[config.mk]
export PLATFORM = sky130hd
export DESIGN_NAME = tga_truecolor_pixel_decoder
export DESIGN_NICKNAME = d
export VERILOG_FILES = /design/src/sv/tgad_pkg.sv /design/src/sv/tgad_step.sv /design/src/sv/tgad_out_stage.sv /design/src/sv/tga_truecolor_pixel_decoder.sv
export SDC_FILE = /design/constraint.sdc
export NUM_CORES = 1
export LEC_CHECK = 0
export BUFFER_PORTS_ARGS = -buffer_cell sky130_fd_sc_hd__buf_4
export CAP_MARGIN = 20
export CORE_MARGIN = 2
export CORE_UTILIZATION = 50
export DETAILED_ROUTE_END_ITERATION = 8
export GPL_TIMING_DRIVEN = 0
export PLACE_DENSITY = 0.7
export SKIP_CTS_REPAIR_TIMING = 1
export SYNTH_ARGS = -nofsm -noshare
export SYNTH_HDL_FRONTEND = slang
export SYNTH_SLANG_ARGS = --single-unit
[constraint.sdc]
create_clock -name aclk -period 9.81 [get_ports aclk]
set_input_delay 0.981 -clock aclk [delete_from_list [all_inputs] [get_ports aclk]]
set_output_delay 0.981 -clock aclk [all_outputs]
set_load 0.05 [all_outputs]
[src/sv/tgad_pkg.sv]
// Shared types and constants for the truecolor Targa pixel decoder.
package tgad_pkg;

    localparam int unsigned BYTE_W   = 8;
    localparam int unsigned COUNT_W  = 32;
    localparam int unsigned BPP_W    = 3;
    localparam int unsigned CFG_IDX_W = 2;
    localparam int unsigned CFG_DATA_W = 32;
    localparam int unsigned OUT_DATA_W = 40;

    // Packet header split point and run bias.
    localparam logic [BYTE_W-1:0] RAW_LIMIT = 8'd128;
    localparam logic [BYTE_W-1:0] RUN_BIAS  = 8'd127;

    localparam logic [BPP_W-1:0] BPP_BGRA = 3'd4;
    localparam logic [BPP_W-1:0] PIX_W3   = 3'd3;
    localparam logic [BPP_W-1:0] PIX_W4   = 3'd4;

    // Configuration register indexes.
    localparam logic [CFG_IDX_W-1:0] CFG_RLE_MODE   = 2'd0;
    localparam logic [CFG_IDX_W-1:0] CFG_BPP        = 2'd1;
    localparam logic [CFG_IDX_W-1:0] CFG_PIXEL_TOTAL = 2'd2;

    typedef logic [BYTE_W-1:0] byte_t;

    typedef struct packed {
        logic                 rle_mode;
        logic [BPP_W-1:0]     pix_size;
        logic [COUNT_W-1:0]   pixel_total;
    } cfg_t;

    typedef struct packed {
        logic                 awaiting_header;
        logic                 packet_is_run;
        byte_t                packet_pixels_left;
        logic [1:0]           byte_in_pixel;
        logic [COUNT_W-1:0]   image_pixels_left;
    } dec_state_t;

    typedef struct packed {
        logic   last;
        byte_t  repeat_res;
        byte_t  alpha;
        byte_t  blue;
        byte_t  green;
        byte_t  red;
    } pixel_t;

endpackage

[src/sv/tgad_step.sv]
// Next-state and pixel assembly logic for one accepted byte.
module tgad_step
    import tgad_pkg::*;
(
    input  cfg_t        cfg,
    input  dec_state_t  state_cur,
    input  byte_t       bytes_cur [3],
    input  byte_t       data_byte,
    input  logic        start_image,
    output dec_state_t  state_next,
    output byte_t       bytes_next [3],
    output logic        emit,
    output pixel_t      pixel
);

    logic [BPP_W-1:0]   pix_width;
    logic [BPP_W-1:0]   bip_inc;
    byte_t              count;
    dec_state_t         st;

    always_comb begin
        pix_width = (cfg.pix_size == BPP_BGRA) ? PIX_W4 : PIX_W3;
        st = state_cur;
        bytes_next = bytes_cur;
        emit = 1'b0;
        count = 8'd1;
        bip_inc = {1'b0, state_cur.byte_in_pixel} + 3'd1;

        if (start_image) begin
            st.awaiting_header    = 1'b1;
            st.packet_is_run      = 1'b0;
            st.packet_pixels_left = '0;
            st.byte_in_pixel      = '0;
            st.image_pixels_left  = cfg.pixel_total;
        end
        bip_inc = {1'b0, st.byte_in_pixel} + 3'd1;

        if (st.image_pixels_left != '0) begin
            if (cfg.rle_mode && st.awaiting_header) begin
                // Packet header byte
                if (data_byte < RAW_LIMIT) begin
                    st.packet_is_run      = 1'b0;
                    st.packet_pixels_left = data_byte + 8'd1;
                end else begin
                    st.packet_is_run      = 1'b1;
                    st.packet_pixels_left = data_byte - RUN_BIAS;
                end
                st.awaiting_header = 1'b0;
                st.byte_in_pixel   = '0;
            end else begin
                if (st.byte_in_pixel != 2'd3) begin
                    bytes_next[st.byte_in_pixel] = data_byte;
                end
                if (bip_inc < pix_width) begin
                    st.byte_in_pixel = bip_inc[1:0];
                end else begin
                    emit = 1'b1;
                    st.byte_in_pixel = '0;
                    if (cfg.rle_mode && st.packet_is_run) begin
                        // Clip the run to what remains of the image
                        if (st.image_pixels_left < {24'd0, st.packet_pixels_left}) begin
                            count = st.image_pixels_left[7:0];
                        end else begin
                            count = st.packet_pixels_left;
                        end
                        st.packet_pixels_left = '0;
                        st.awaiting_header    = 1'b1;
                    end else if (cfg.rle_mode) begin
                        if (st.packet_pixels_left != '0) begin
                            st.packet_pixels_left = st.packet_pixels_left - 8'd1;
                        end
                        if (st.packet_pixels_left == '0) begin
                            st.awaiting_header = 1'b1;
                        end
                    end
                    st.image_pixels_left = st.image_pixels_left - {24'd0, count};
                end
            end
        end

        state_next = st;

        pixel.red        = bytes_next[2];
        pixel.green      = bytes_next[1];
        pixel.blue       = bytes_next[0];
        pixel.alpha      = (pix_width == PIX_W4) ? data_byte : 8'd0;
        pixel.repeat_res = count;
        pixel.last       = (st.image_pixels_left == '0);
    end

endmodule

[src/sv/tgad_out_stage.sv]
// Output register for decoded pixels with stream handshake.
module tgad_out_stage
    import tgad_pkg::*;
(
    input  logic                  aclk,
    input  logic                  aresetn,
    input  logic                  load,
    input  pixel_t                pixel,
    output logic                  can_take,
    output logic                  m_tvalid,
    input  logic                  m_tready,
    output logic [OUT_DATA_W-1:0] m_tdata,
    output logic                  m_tlast
);

    logic   valid_reg;
    logic   valid_next;
    pixel_t pixel_reg;

    assign can_take = !valid_reg || m_tready;

    always_comb begin
        valid_next = valid_reg;
        if (can_take) begin
            valid_next = load;
        end
    end

    always_ff @(posedge aclk) begin
        if (!aresetn) begin
            valid_reg <= 1'b0;
        end else begin
            valid_reg <= valid_next;
        end
    end

    // Payload needs no reset
    always_ff @(posedge aclk) begin
        if (can_take && load) begin
            pixel_reg <= pixel;
        end
    end

    assign m_tvalid = valid_reg;
    assign m_tdata  = {pixel_reg.repeat_res, pixel_reg.alpha, pixel_reg.blue,
                       pixel_reg.green, pixel_reg.red};
    assign m_tlast  = pixel_reg.last;

endmodule

[src/sv/tga_truecolor_pixel_decoder.sv]
// Top level of the truecolor Targa pixel decoder.
//
// Input stream (s_*): one byte of the pixel data field per item; s_tuser
// flags the first byte of an image and reloads the pixel count from the
// pixel_total register. Output stream (m_*): one item per decoded pixel,
// red/green/blue/alpha and a repeat count in m_tdata, m_tlast on the item
// that completes the image. Header bytes and bytes past the last pixel
// give no item.
// Configuration: cfg_index 0 = rle_mode, 1 = pixel size in bytes,
// 2 = pixel_total; always ready, write only between images.
// Latency: the pixel leaves on the cycle after its last byte is accepted.
// Throughput: one byte per cycle unless stalled; the decoder state updates
// on each accepted byte and the output register is the only pipeline stage.
// Reset: clears decoder state and the output valid; no image is active, so
// bytes are dropped until a byte with s_tuser set arrives.
// Stall: while a result waits and m_tready is low, s_tready drops; when the
// receiver takes the result a new byte is accepted in the same cycle.
module tga_truecolor_pixel_decoder
    import tgad_pkg::*;
(
    input  logic                  aclk,
    input  logic                  aresetn,
    input  logic                  s_tvalid,
    output logic                  s_tready,
    input  logic [BYTE_W-1:0]     s_tdata,   // [7:0] data_byte
    input  logic                  s_tuser,   // [0] start_image
    output logic                  m_tvalid,
    input  logic                  m_tready,
    // [7:0] red, [15:8] green, [23:16] blue, [31:24] alpha, [39:32] repeat_res
    output logic [OUT_DATA_W-1:0] m_tdata,
    output logic                  m_tlast,
    input  logic                  cfg_valid,
    output logic                  cfg_ready,
    input  logic [CFG_IDX_W-1:0]  cfg_index,
    input  logic [CFG_DATA_W-1:0] cfg_data
);

    cfg_t       cfg_reg;
    dec_state_t state_reg;
    dec_state_t state_next;
    byte_t      bytes_reg  [3];
    byte_t      bytes_next [3];
    logic       emit;
    logic       accept;
    logic       can_take;
    pixel_t     pixel;

    assign cfg_ready = 1'b1;
    assign s_tready  = can_take;
    assign accept    = s_tvalid && can_take;

    always_ff @(posedge aclk) begin
        if (!aresetn) begin
            cfg_reg.rle_mode    <= 1'b0;
            cfg_reg.pix_size    <= PIX_W3;
            cfg_reg.pixel_total <= 32'd1;
        end else if (cfg_valid) begin
            case (cfg_index)
                CFG_RLE_MODE:    cfg_reg.rle_mode    <= cfg_data[0];
                CFG_BPP:         cfg_reg.pix_size    <= cfg_data[BPP_W-1:0];
                CFG_PIXEL_TOTAL: cfg_reg.pixel_total <= cfg_data;
                default: ;
            endcase
        end
    end

    tgad_step u_step (
        .cfg         (cfg_reg),
        .state_cur   (state_reg),
        .bytes_cur   (bytes_reg),
        .data_byte   (s_tdata),
        .start_image (s_tuser),
        .state_next  (state_next),
        .bytes_next  (bytes_next),
        .emit        (emit),
        .pixel       (pixel)
    );

    always_ff @(posedge aclk) begin
        if (!aresetn) begin
            state_reg.awaiting_header    <= 1'b1;
            state_reg.packet_is_run      <= 1'b0;
            state_reg.packet_pixels_left <= '0;
            state_reg.byte_in_pixel      <= '0;
            state_reg.image_pixels_left  <= '0;
        end else if (accept) begin
            state_reg <= state_next;
        end
    end

    // Color bytes hold until overwritten; no reset
    always_ff @(posedge aclk) begin
        if (accept) begin
            bytes_reg <= bytes_next;
        end
    end

    tgad_out_stage u_out (
        .aclk     (aclk),
        .aresetn  (aresetn),
        .load     (accept && emit),
        .pixel    (pixel),
        .can_take (can_take),
        .m_tvalid (m_tvalid),
        .m_tready (m_tready),
        .m_tdata  (m_tdata),
        .m_tlast  (m_tlast)
    );

endmodule

==> results of run 1 <==
-- final timing paths --
check | depth (start not counted) | from | to | slack, ns
worst min-delay path | 2 | cfg_reg[2] | cfg_reg[2] | 0.48
worst max register to register | 19 | state_reg[17] | u_out.m_tlast | 3.85
worst max-delay path | 29 | s_tuser | u_out.m_tlast | 1.44
worst min register to register | 2 | cfg_reg[2] | cfg_reg[2] | 0.48
-- cell type report --
| cell class | count | share of cell area, % |
|---|---|---|
| inverter | 15 | 0.571 |
| clock inverter | 13 | 1.53 |
| timing repair buffer | 90 | 6.98 |
| clock buffer | 19 | 4.39 |
| multi-input combinational | 679 | 45.2 |
| buffer | 52 | 2.27 |
| sequential | 146 | 36.2 |
| tap | 220 | 2.79 |
-- metal layers --
layer / GRT usage (%) / vias to the layer above
li1: - / 3427
met1: 35.3 / 3357
met2: 42.1 / 287
met3: 5.67 / 41
met4: 10.9 / 0
met5: 0 / -
-- logic make-up (layout without fill, tap and decap cells) --
logic type	Yosys count	after routing	synth area share, %
AND/OR/NAND/NOR	361	361	22.0
AO/OA/AOI/OAI	182	182	14.5
flip-flops	146	146	43.0
multiplexers	74	74	9.43
buffers and inverters	67	189	3.36
XOR/XNOR	37	37	3.99
adder cells (fa/ha/maj)	24	24	3.70
other	1	1	0.0451
-- synthesized netlist by cell type (all sizes together), types with 6 or more instances --
library cell and count:
nor4b 6, nor2 56, nor3 33, buf 19, clkbuf 33, o22ai 7
nor4 13, mux2i 39, nand4 8, o21ai 50, o21a 6, xnor2 19
a21oi 30, dfxtp 81, a21boi 39, and3 6, nand2b 11, ha 23
nand3 18, mux2 35, nand2 131, xor2 18, nor2b 23, o211ai 7
nor3b 11, inv 15, edfxtp 65, and2 27
-- power breakdown --
part	internal, mW	switching [mW]
combinational	0.101	0.161
clock	0.379	0.272
sequential	0.666	0.0162
total	1.15	0.448
-- worst max-delay path: cells and delay by family --
family	cells	cell delay, ns
AO/OA/AOI/OAI	5	1.05
XOR/XNOR	1	0.21
adder cells (fa/ha/maj)	3	0.96
buffers and inverters	10	2.92
multiplexers	1	0.42
AND/OR/NAND/NOR	9	2.07
-- through the flow --
step	util, %	hold WS, ns	setup WS (ns)	cell area (sq um)	std cells
2_1_floorplan	-	0.435	3.17	8320	892
3_3_place_gp	56.4	0.457	1.27	9260	1201
3_5_place_dp	56.6	0.468	1.29	9280	1202
4_1_cts	60.1	0.478	1.73	9860	1234
5_1_grt	60.1	0.502	1.15	9860	1234
6_report	60.1	0.481	1.44	9860	1234
==> results by group, run 1 <==
Cells and area
  – Antenna diode count: 0
  – Most common cell after layout, fill and taps aside: nand2_1
  – Most frequent cells in the layout: 130 x nand2_1, 92 x buf_4, 81 x dfxtp_1, 65 x edfxtp_1, 56 x nor2_1
  – Max reg flops: 44
  – Multi-input logic area: 4460 sq um
  – Ratio of cells with drive above 1 in the final layout: 18.3%
  – Synthesis-to-layout area growth: 18.6%
  – Final net count: 1073
  – Seq. cell area: 3570 sq um
  – FILL cells: 1430

Synth
  – Cell taking the most area after synthesis: edfxtp_1
  – Post-synth EDFFs: 65
  – Post-synthesis cell type count: 68
  – Share of the synthesized area in the top cell type: 23.5%
  – FFs w/ async S/R, synth: 0%
  – Sequential fraction of the synthesis area: 43.0%
  – Syn_nets: 964
  – Post-synthesis area per instance: 9.32 sq um
  – Netlist Area Pre-Place: 8320 sq um
  – Post-synthesis cell count: 892
  – Area contributors post-synth: edfxtp_1 23%, dfxtp_1 20%, nand2_1 5.9%
  – #FFs+latches synth: 146
  – Most used DFF post-synth: dfxtp_1
  – Yosys warnings: 0

STA
  – Tightest Pin Transition: 1.06 ns
  – Final setup fails: 0
  – Total negative slack: 0 ns
  – Clock Skew: 0.0121 ns
  – Slew HR: 28.9%
  – Clock period minus worst slack: 8.37 ns
  – Fmax achieved: 0.120 GHz
  – Slew Limit Fails: 0
  – Unrepaired setup endpoints after global routing: false
  – Final Hold Viols: 0
  – Crit share post-route: 85.3%

Global routing
  – Vias in the first global route: 6772
  – GRT Total Usage: 26.5%
  – Largest net degree at the start of global routing: 36
  – Antenna violations before repair: 0
  – GRT overflow: 0
  – Global-route wire length before repair: 36200 um

Detailed routing
  – Routed met3 length: 1780 um
  – Metal-1 WL: 9840 um
  – Routed wire length: 22900 um
  – Starting DRC count in detailed routing: 598
  – Number of remaining DRC errors: 0
  – Routed vias: 7112
  – Top Metal Used: met4
  – WL per Instance: 18.6 um
  – Wire length on met2: 10600 um
  – First-pass iteration count of the detailed router: 6
  – Routed Antenna Nets: 0
  – DR vias/cell: 5.76

Power and ir drop
  – Power Density: 162 nW/um^2
  – Max VDD drop: 0.122 mV
  – Leakage power: 3.86 nW
  – Overall power: 1.59 mW

Worst setup path
  – WS Path Type: primary input to register
  – CP Data Required Time: 10.07 ns
  – Critical Path Max Stage Delay: 0.54 ns
  – Slowest-stage cell, CP: or4_1
  – Setup crit end kind: register
  – WP data arrival: 8.63 ns
  – Type of origin of the critical path: primary input
  – CP most frequent cell: buf_2
  – Crit-path max FO: 10

Flow run
  – Max cap viols: 0

Die
  – Cell Rows: 47
  – Die Wd: 133 um
  – Top Ports: 92
  – Core area: 16400 sq um
  – Die Area: 17700 sq um
  – Starting Density: 50.7%
  – DIE HEIGHT: 133 um

Clock tree
  – Clock sinks: 146
  – CTS tree: done
  – CTS buffer count: 17
  – H-tree depth: 4
  – Worst skew pair latency: 0.45 ns
  – Clock transition at path regs: 0.06 ns
  – Clock root buffer: clkbuf_16
  – Clock Tree Buf Depth: 2

Hold path
  – HP Class: register to register

Placed design
  – Port Buffer Count: 89
  – DP Wirelength: 16500 um
  – Routability Congestion: 1.01

Status
  – Outcome: complete, no violations
Note: power is estimated with default switching activity, not from simulation.
==> run 2: changes to the inputs <==
--- a/config.mk
+++ b/config.mk
@@ -5,6 +5,7 @@
 export SDC_FILE = /design/constraint.sdc
 export NUM_CORES = 1
 export LEC_CHECK = 0
+export ABC_AREA = 1
 export BUFFER_PORTS_ARGS = -buffer_cell sky130_fd_sc_hd__buf_4
 export CAP_MARGIN = 20
 export CORE_MARGIN = 2
==> constraint.sdc (replaced) <==
create_clock -name aclk -period 8.1 [get_ports aclk]
set_input_delay 0.81 -clock aclk [delete_from_list [all_inputs] [get_ports aclk]]
set_output_delay 0.81 -clock aclk [all_outputs]
set_load 0.05 [all_outputs]
==> results by group, run 2 <==
Status
  – Outcome: complete, no violations

Worst setup path
  – Critical Path Max Stage Delay: 0.48 ns
  – Type of origin of the critical path: primary input
  – WS Path Type: primary input to register
  – CP Data Required Time: 8.39 ns
  – Setup crit end kind: register
  – Slowest-stage cell, CP: a21oi_1
  – Crit-path max FO: 10
  – CP most frequent cell: nand2_1
  – R2r setup slk: 2.96 ns
  – WP data arrival: 5.96 ns
  – Cell family with the largest share of critical-path delay: simple AND/OR/NAND/NOR gates
  – Buf/Inv on CP: 7

STA
  – Crit share post-route: 70.0%
  – Final Hold Viols: 0
  – Slew Limit Fails: 0
  – Tightest Pin Transition: 0.959 ns
  – Clock period minus worst slack: 5.67 ns
  – Fmax achieved: 0.176 GHz
  – Clock Skew: 0.0151 ns
  – Total negative slack: 0 ns
  – Final setup fails: 0
  – Slew HR: 35.6%
  – Unrepaired setup endpoints after global routing: false

Hold path
  – HP Class: register to register

Clock tree
  – Clock sinks: 146
  – Clock root buffer: clkbuf_16
  – Worst skew pair latency: 0.44 ns
  – CTS tree: done
  – CTS buffer count: 17
  – Clock transition at path regs: 0.07 ns
  – Clock Tree Buf Depth: 2
  – H-tree depth: 4

Synth
  – Post-synthesis cell type count: 42
  – Sequential fraction of the synthesis area: 41.1%
  – Area contributors post-synth: edfxtp_1 22%, dfxtp_1 19%, nand2_1 13%
  – Cell taking the most area after synthesis: edfxtp_1
  – Yosys warnings: 0
  – Post-synthesis area per instance: 7.12 sq um
  – FFs w/ async S/R, synth: 0%
  – Post-synth EDFFs: 65
  – Post-synthesis cell count: 1221
  – Netlist Area Pre-Place: 8700 sq um
  – Share of the synthesized area in the top cell type: 22.4%
  – #FFs+latches synth: 146
  – Most common cell in the synthesized netlist: nand2_1
  – Most used DFF post-synth: dfxtp_1
  – Commonest cells post-synth: 304 x nand2_1, 167 x inv_1, 131 x nor2_1
  – Syn_nets: 1293

Detailed routing
  – First-pass iteration count of the detailed router: 6
  – Top Metal Used: met4
  – Wire length on met2: 12300 um
  – Routed met3 length: 1390 um
  – Routed wire length: 25900 um
  – Number of remaining DRC errors: 0
  – Routed Antenna Nets: 0
  – WL per Instance: 16.5 um
  – Routed vias: 8299
  – DR vias/cell: 5.30
  – Starting DRC count in detailed routing: 604
  – Metal-1 WL: 11600 um

Global routing
  – GRT Total Usage: 28.8%
  – Antenna violations before repair: 0
  – Largest net degree at the start of global routing: 38
  – GRT overflow: 0
  – Global-route wire length before repair: 40600 um
  – Vias in the first global route: 7835

Power and ir drop
  – Overall power: 2.00 mW
  – Psw: 653 uW
  – Leakage power: 4.78 nW
  – Logic pwr share: 19.0%
  – Clock share of power: 39.5%
  – Switching Share: 32.6%
  – Seq pwr share: 41.5%
  – Power Density: 195 nW/um^2
  – P_int: 1.35 mW
  – Max VDD drop: 0.154 mV

Die
  – Cell Rows: 48
  – Starting Density: 50.6%
  – Die Area: 18500 sq um
  – Die Wd: 136 um
  – Top Ports: 92
  – Core area: 17200 sq um
  – DIE HEIGHT: 136 um

Cells and area
  – Final net count: 1401
  – Fin cells: 1567
  – Synthesis-to-layout area growth: 18.0%
  – Max reg flops: 44
  – FILL cells: 1698
  – Most common cell after layout, fill and taps aside: nand2_1
  – Ratio of cells with drive above 1 in the final layout: 14.3%
  – Most frequent cells in the layout: 304 x nand2_1, 167 x inv_1, 130 x nor2_1, 123 x o21ai_0, 90 x buf_4
  – Antenna diode count: 0

Placed design
  – Port Buffer Count: 88
  – DP Wirelength: 19700 um
  – Placed instance count: 1535
  – Routability Congestion: 0.991

Flow run
  – Max cap viols: 0
[run 2: cell count changes after synthesis, moves of 38 or more]
| cell | before | now |
|---|---|---|
| nand3_1 | 18 | 56 |
| a21oi_1 | 30 | 79 |
| a21boi_0 | 39 | 0 |
| inv_1 | 15 | 167 |
| o21ai_0 | 49 | 123 |
| nor2_1 | 56 | 131 |
| mux2i_1 | 39 | 0 |
| nand2_1 | 130 | 304 |
[run 2: worst paths after layout]
path                       from            end  depth (start not counted)
setup reg to reg  state_reg[40]  u_out.m_tlast                         27
setup / recovery        s_tuser  u_out.m_tlast                         29
hold / removal      cfg_reg[28]    cfg_reg[28]                          2
hold reg to reg     cfg_reg[28]    cfg_reg[28]                          2
[run 2: layout make-up]
type / instances / area, sq um / area share (%)
multi-input combinational: 850 / 4180 / 40.7
tap: 225 / 282 / 2.74
timing repair buffer: 89 / 681 / 6.63
clock inverter: 15 / 170 / 1.66
clock buffer: 17 / 425 / 4.14
sequential: 146 / 3570 / 34.8
inverter: 174 / 661 / 6.44
buffer: 51 / 295 / 2.88
[run 2: cell families (layout without fill, tap and decap cells)]
kind of cell	after synthesis	in the layout	synth area share (%)
compound gates	248	248	15.2
xor+xnor	16	16	1.70
fa+ha+maj	24	24	3.54
buf+inv	225	346	11.0
flops	146	146	41.1
other cells	1	1	0.0431
simple gates	561	561	27.5
[run 2: power groups by stage]
stage	Clock, mW	Combinational, mW	Sequential, mW
finish	0.791	0.381	0.832
CTS	0.800	0.376	0.831
floorplan	0	0.244	0.864
global placement	0	0.369	0.847
global route	0.827	0.426	0.835
detailed placement	0	0.375	0.848
[run 2: tightest hold or removal path: cells and delay by family, from the launching register on]
kind            cells  cell delay, ns
buf+inv             1            0.06
compound gates      1            0.05
flops               1            0.30
[run 2: through the flow]
stage / hold WS (ns) / util, % / cell area (sq um) / setup WS, ns
5_1_grt: 0.474 / 59.8 / 10300 / 2.13
6_report: 0.455 / 59.8 / 10300 / 2.43
2_1_floorplan: 0.429 / - / 8700 / 3.22
4_1_cts: 0.457 / 59.8 / 10300 / 2.55
3_5_place_dp: 0.447 / 56.3 / 9670 / 2.12
3_3_place_gp: 0.441 / 56.1 / 9640 / 2.10
[run 2: routing by layer]
metal  global-route usage (%)  up-vias
li1                         -     4181
met1                     37.7     3782
met5                        0        -
met3                     4.14       47
met2                     48.6      289
met4                     10.4        0
==> run 3: changes to the inputs <==
--- a/config.mk
+++ b/config.mk
@@ -12,7 +12,7 @@
 export CORE_UTILIZATION = 50
 export DETAILED_ROUTE_END_ITERATION = 8
 export GPL_TIMING_DRIVEN = 0
-export PLACE_DENSITY = 0.7
+export PLACE_DENSITY = 0.72
 export SKIP_CTS_REPAIR_TIMING = 1
 export SYNTH_ARGS = -nofsm -noshare
 export SYNTH_HDL_FRONTEND = slang
==> constraint.sdc (replaced) <==
create_clock -name aclk -period 4.64 [get_ports aclk]
set_input_delay 0.464 -clock aclk [delete_from_list [all_inputs] [get_ports aclk]]
set_output_delay 0.464 -clock aclk [all_outputs]
set_load 0.05 [all_outputs]
==> results by group, run 3 (synthesis gave the netlist of run 2 again) <==
Power and ir drop
  – Clock share of power: 40.5%
  – Switching Share: 31.6%
  – Overall power: 3.60 mW
  – Power Density: 344 nW/um^2
  – Seq pwr share: 40.3%
  – Logic pwr share: 19.2%
  – Max VDD drop: 0.283 mV
  – P_int: 2.47 mW
  – Leakage power: 4.84 nW
  – Psw: 1.14 mW

Clock tree
  – CTS buffer count: 17
  – Clock transition at path regs: 0.07 ns
  – Worst skew pair latency: 0.43 ns
  – Clock root buffer: clkbuf_16
  – H-tree depth: 4
  – Clock sinks: 146
  – Clock Tree Buf Depth: 2
  – CTS tree: done

STA
  – Setup ws final: 0.120 ns
  – Hold_ws: 0.247 ns
  – Clock period minus worst slack: 4.52 ns
  – Slew HR: 36.1%
  – Final setup fails: 0
  – Clock Skew: 0.0128 ns
  – Total negative slack: 0 ns
  – Final Hold Viols: 0
  – Crit share post-route: 97.4%
  – Tightest Pin Transition: 0.952 ns
  – Slew Limit Fails: 0
  – Fmax achieved: 0.221 GHz

Die
  – Die Area: 18500 sq um
  – Core area: 17200 sq um
  – Die Wd: 136 um
  – DIE HEIGHT: 136 um
  – Top Ports: 92
  – Cell Rows: 48
  – Starting Density: 50.6%

Detailed routing
  – Routed wire length: 26200 um
  – WL per Instance: 16.6 um
  – First-pass iteration count of the detailed router: 5
  – Number of remaining DRC errors: 0
  – Starting DRC count in detailed routing: 710
  – DR vias/cell: 5.36
  – Routed Antenna Nets: 0
  – Routed vias: 8424

Worst setup path
  – Type of origin of the critical path: primary input
  – Crit-path max FO: 10
  – Setup crit end kind: register
  – WS Path Type: primary input to register
  – WP data arrival: 4.80 ns
  – Slowest-stage cell, CP: ha_1
  – CP most frequent cell: nand2_1
  – Buf/Inv on CP: 6
  – Cell family with the largest share of critical-path delay: simple AND/OR/NAND/NOR gates
  – CP Data Required Time: 4.92 ns
  – Critical Path Max Stage Delay: 0.37 ns

Placed design
  – Port Buffer Count: 88
  – Placed instance count: 1535
  – Post-placement cell area: 9670 sq um
  – Routability Congestion: 0.974
  – Setup WS pre-CTS: -1.03 ns
  – DP Wirelength: 19600 um

Global routing
  – GRT Total Usage: 28.5%
  – Global-route wire length before repair: 40100 um
  – Vias in the first global route: 7648
  – Largest net degree at the start of global routing: 35
  – GRT overflow: 0
  – Antenna violations before repair: 0

Hold path
  – HP Class: primary input to register

Cells and area
  – Ratio of cells with drive above 1 in the final layout: 17.1%
  – Post-layout util: 60.9%
  – Synthesis-to-layout area growth: 20.3%
  – Max reg flops: 44
  – Most common cell after layout, fill and taps aside: nand2_1
  – Final net count: 1406
  – Antenna diode count: 0
  – Fin cells: 1572
  – Most frequent cells in the layout: 298 x nand2_1, 164 x inv_1, 120 x o21ai_0, 119 x nor2_1, 94 x buf_4
  – Final Cell Area: 10500 sq um

Status
  – Outcome: complete, no violations

Flow run
  – Max cap viols: 0
[run 3: changes by cell type in the layout (fill, tap and decap cells not counted), moves of 4 or more]
| cell | change |
|---|---|
| nand2_1 | -6 |
| nor2_4 | +4 |
| nor2_1 | -11 |
| inv_6 | +4 |
| buf_4 | +4 |
| nor2_2 | +7 |
| nand2_2 | +6 |
[run 3: final timing paths]
kind                startpoint            end  slack, ns  cells past startpoint
setup / recovery       s_tuser  u_out.m_tlast       0.12                     27
hold / removal    cfg_data[14]    cfg_reg[14]       0.25                      3
setup reg to reg    cfg_reg[7]  u_out.m_tlast       0.23                     26
hold reg to reg    cfg_reg[15]    cfg_reg[15]       0.45                      2
[run 3: layout make-up]
cell class              instances  area, sq um
fillers                      1672         6710
multi-input cells             850         4310
flip-flops and latches        146         3570
repair buffers                 95          723
inverters                     174          661
clock buffers                  17          425
plain buffers                  50          303
well taps                     225          282
clock inverters                15          188
[run 3: worst register-to-register path: stages, from the launching register on]
cell and delay [ns]:
dfxtp_1 0.29, inv_1 0.07, nand2_1 0.05, nand2_1 0.12, inv_1 0.09, ha_1 0.31
a21oi_1 0.15, o21ai_1 0.13, nor4_2 0.35, nand2_1 0.20, buf_4 0.20, a21oi_1 0.11
o21ai_1 0.12, ha_1 0.37, nand2_1 0.16, inv_1 0.14, a21oi_4 0.23, nand3_2 0.15
nor2_2 0.16, nand3_1 0.12, nand2_1 0.08, nand2_1 0.10, nor2_1 0.14, nand2_1 0.08
nor2_2 0.10, nand2_1 0.09, nor2_2 0.14
[run 3: metal layers]
layer	vias to the layer above	part of all wire, %	GRT usage, %	wire length [um]
met5	-	0	0	0
met4	0	2.4	10.2	640
met3	49	6.4	4.14	1670
met2	355	47	47.7	12400
met1	3828	44	37.7	11400
li1	4192	-	-	-
[run 3: power by group through the flow]
stage / Clock, mW / Sequential [mW] / Combinational, mW
after floorplan: 0 / 1.51 / 0.427
after global placement: 0 / 1.48 / 0.646
after detailed placement: 0 / 1.48 / 0.656
after CTS: 1.46 / 1.45 / 0.659
after global routing: 1.52 / 1.46 / 0.766
final: 1.46 / 1.45 / 0.692
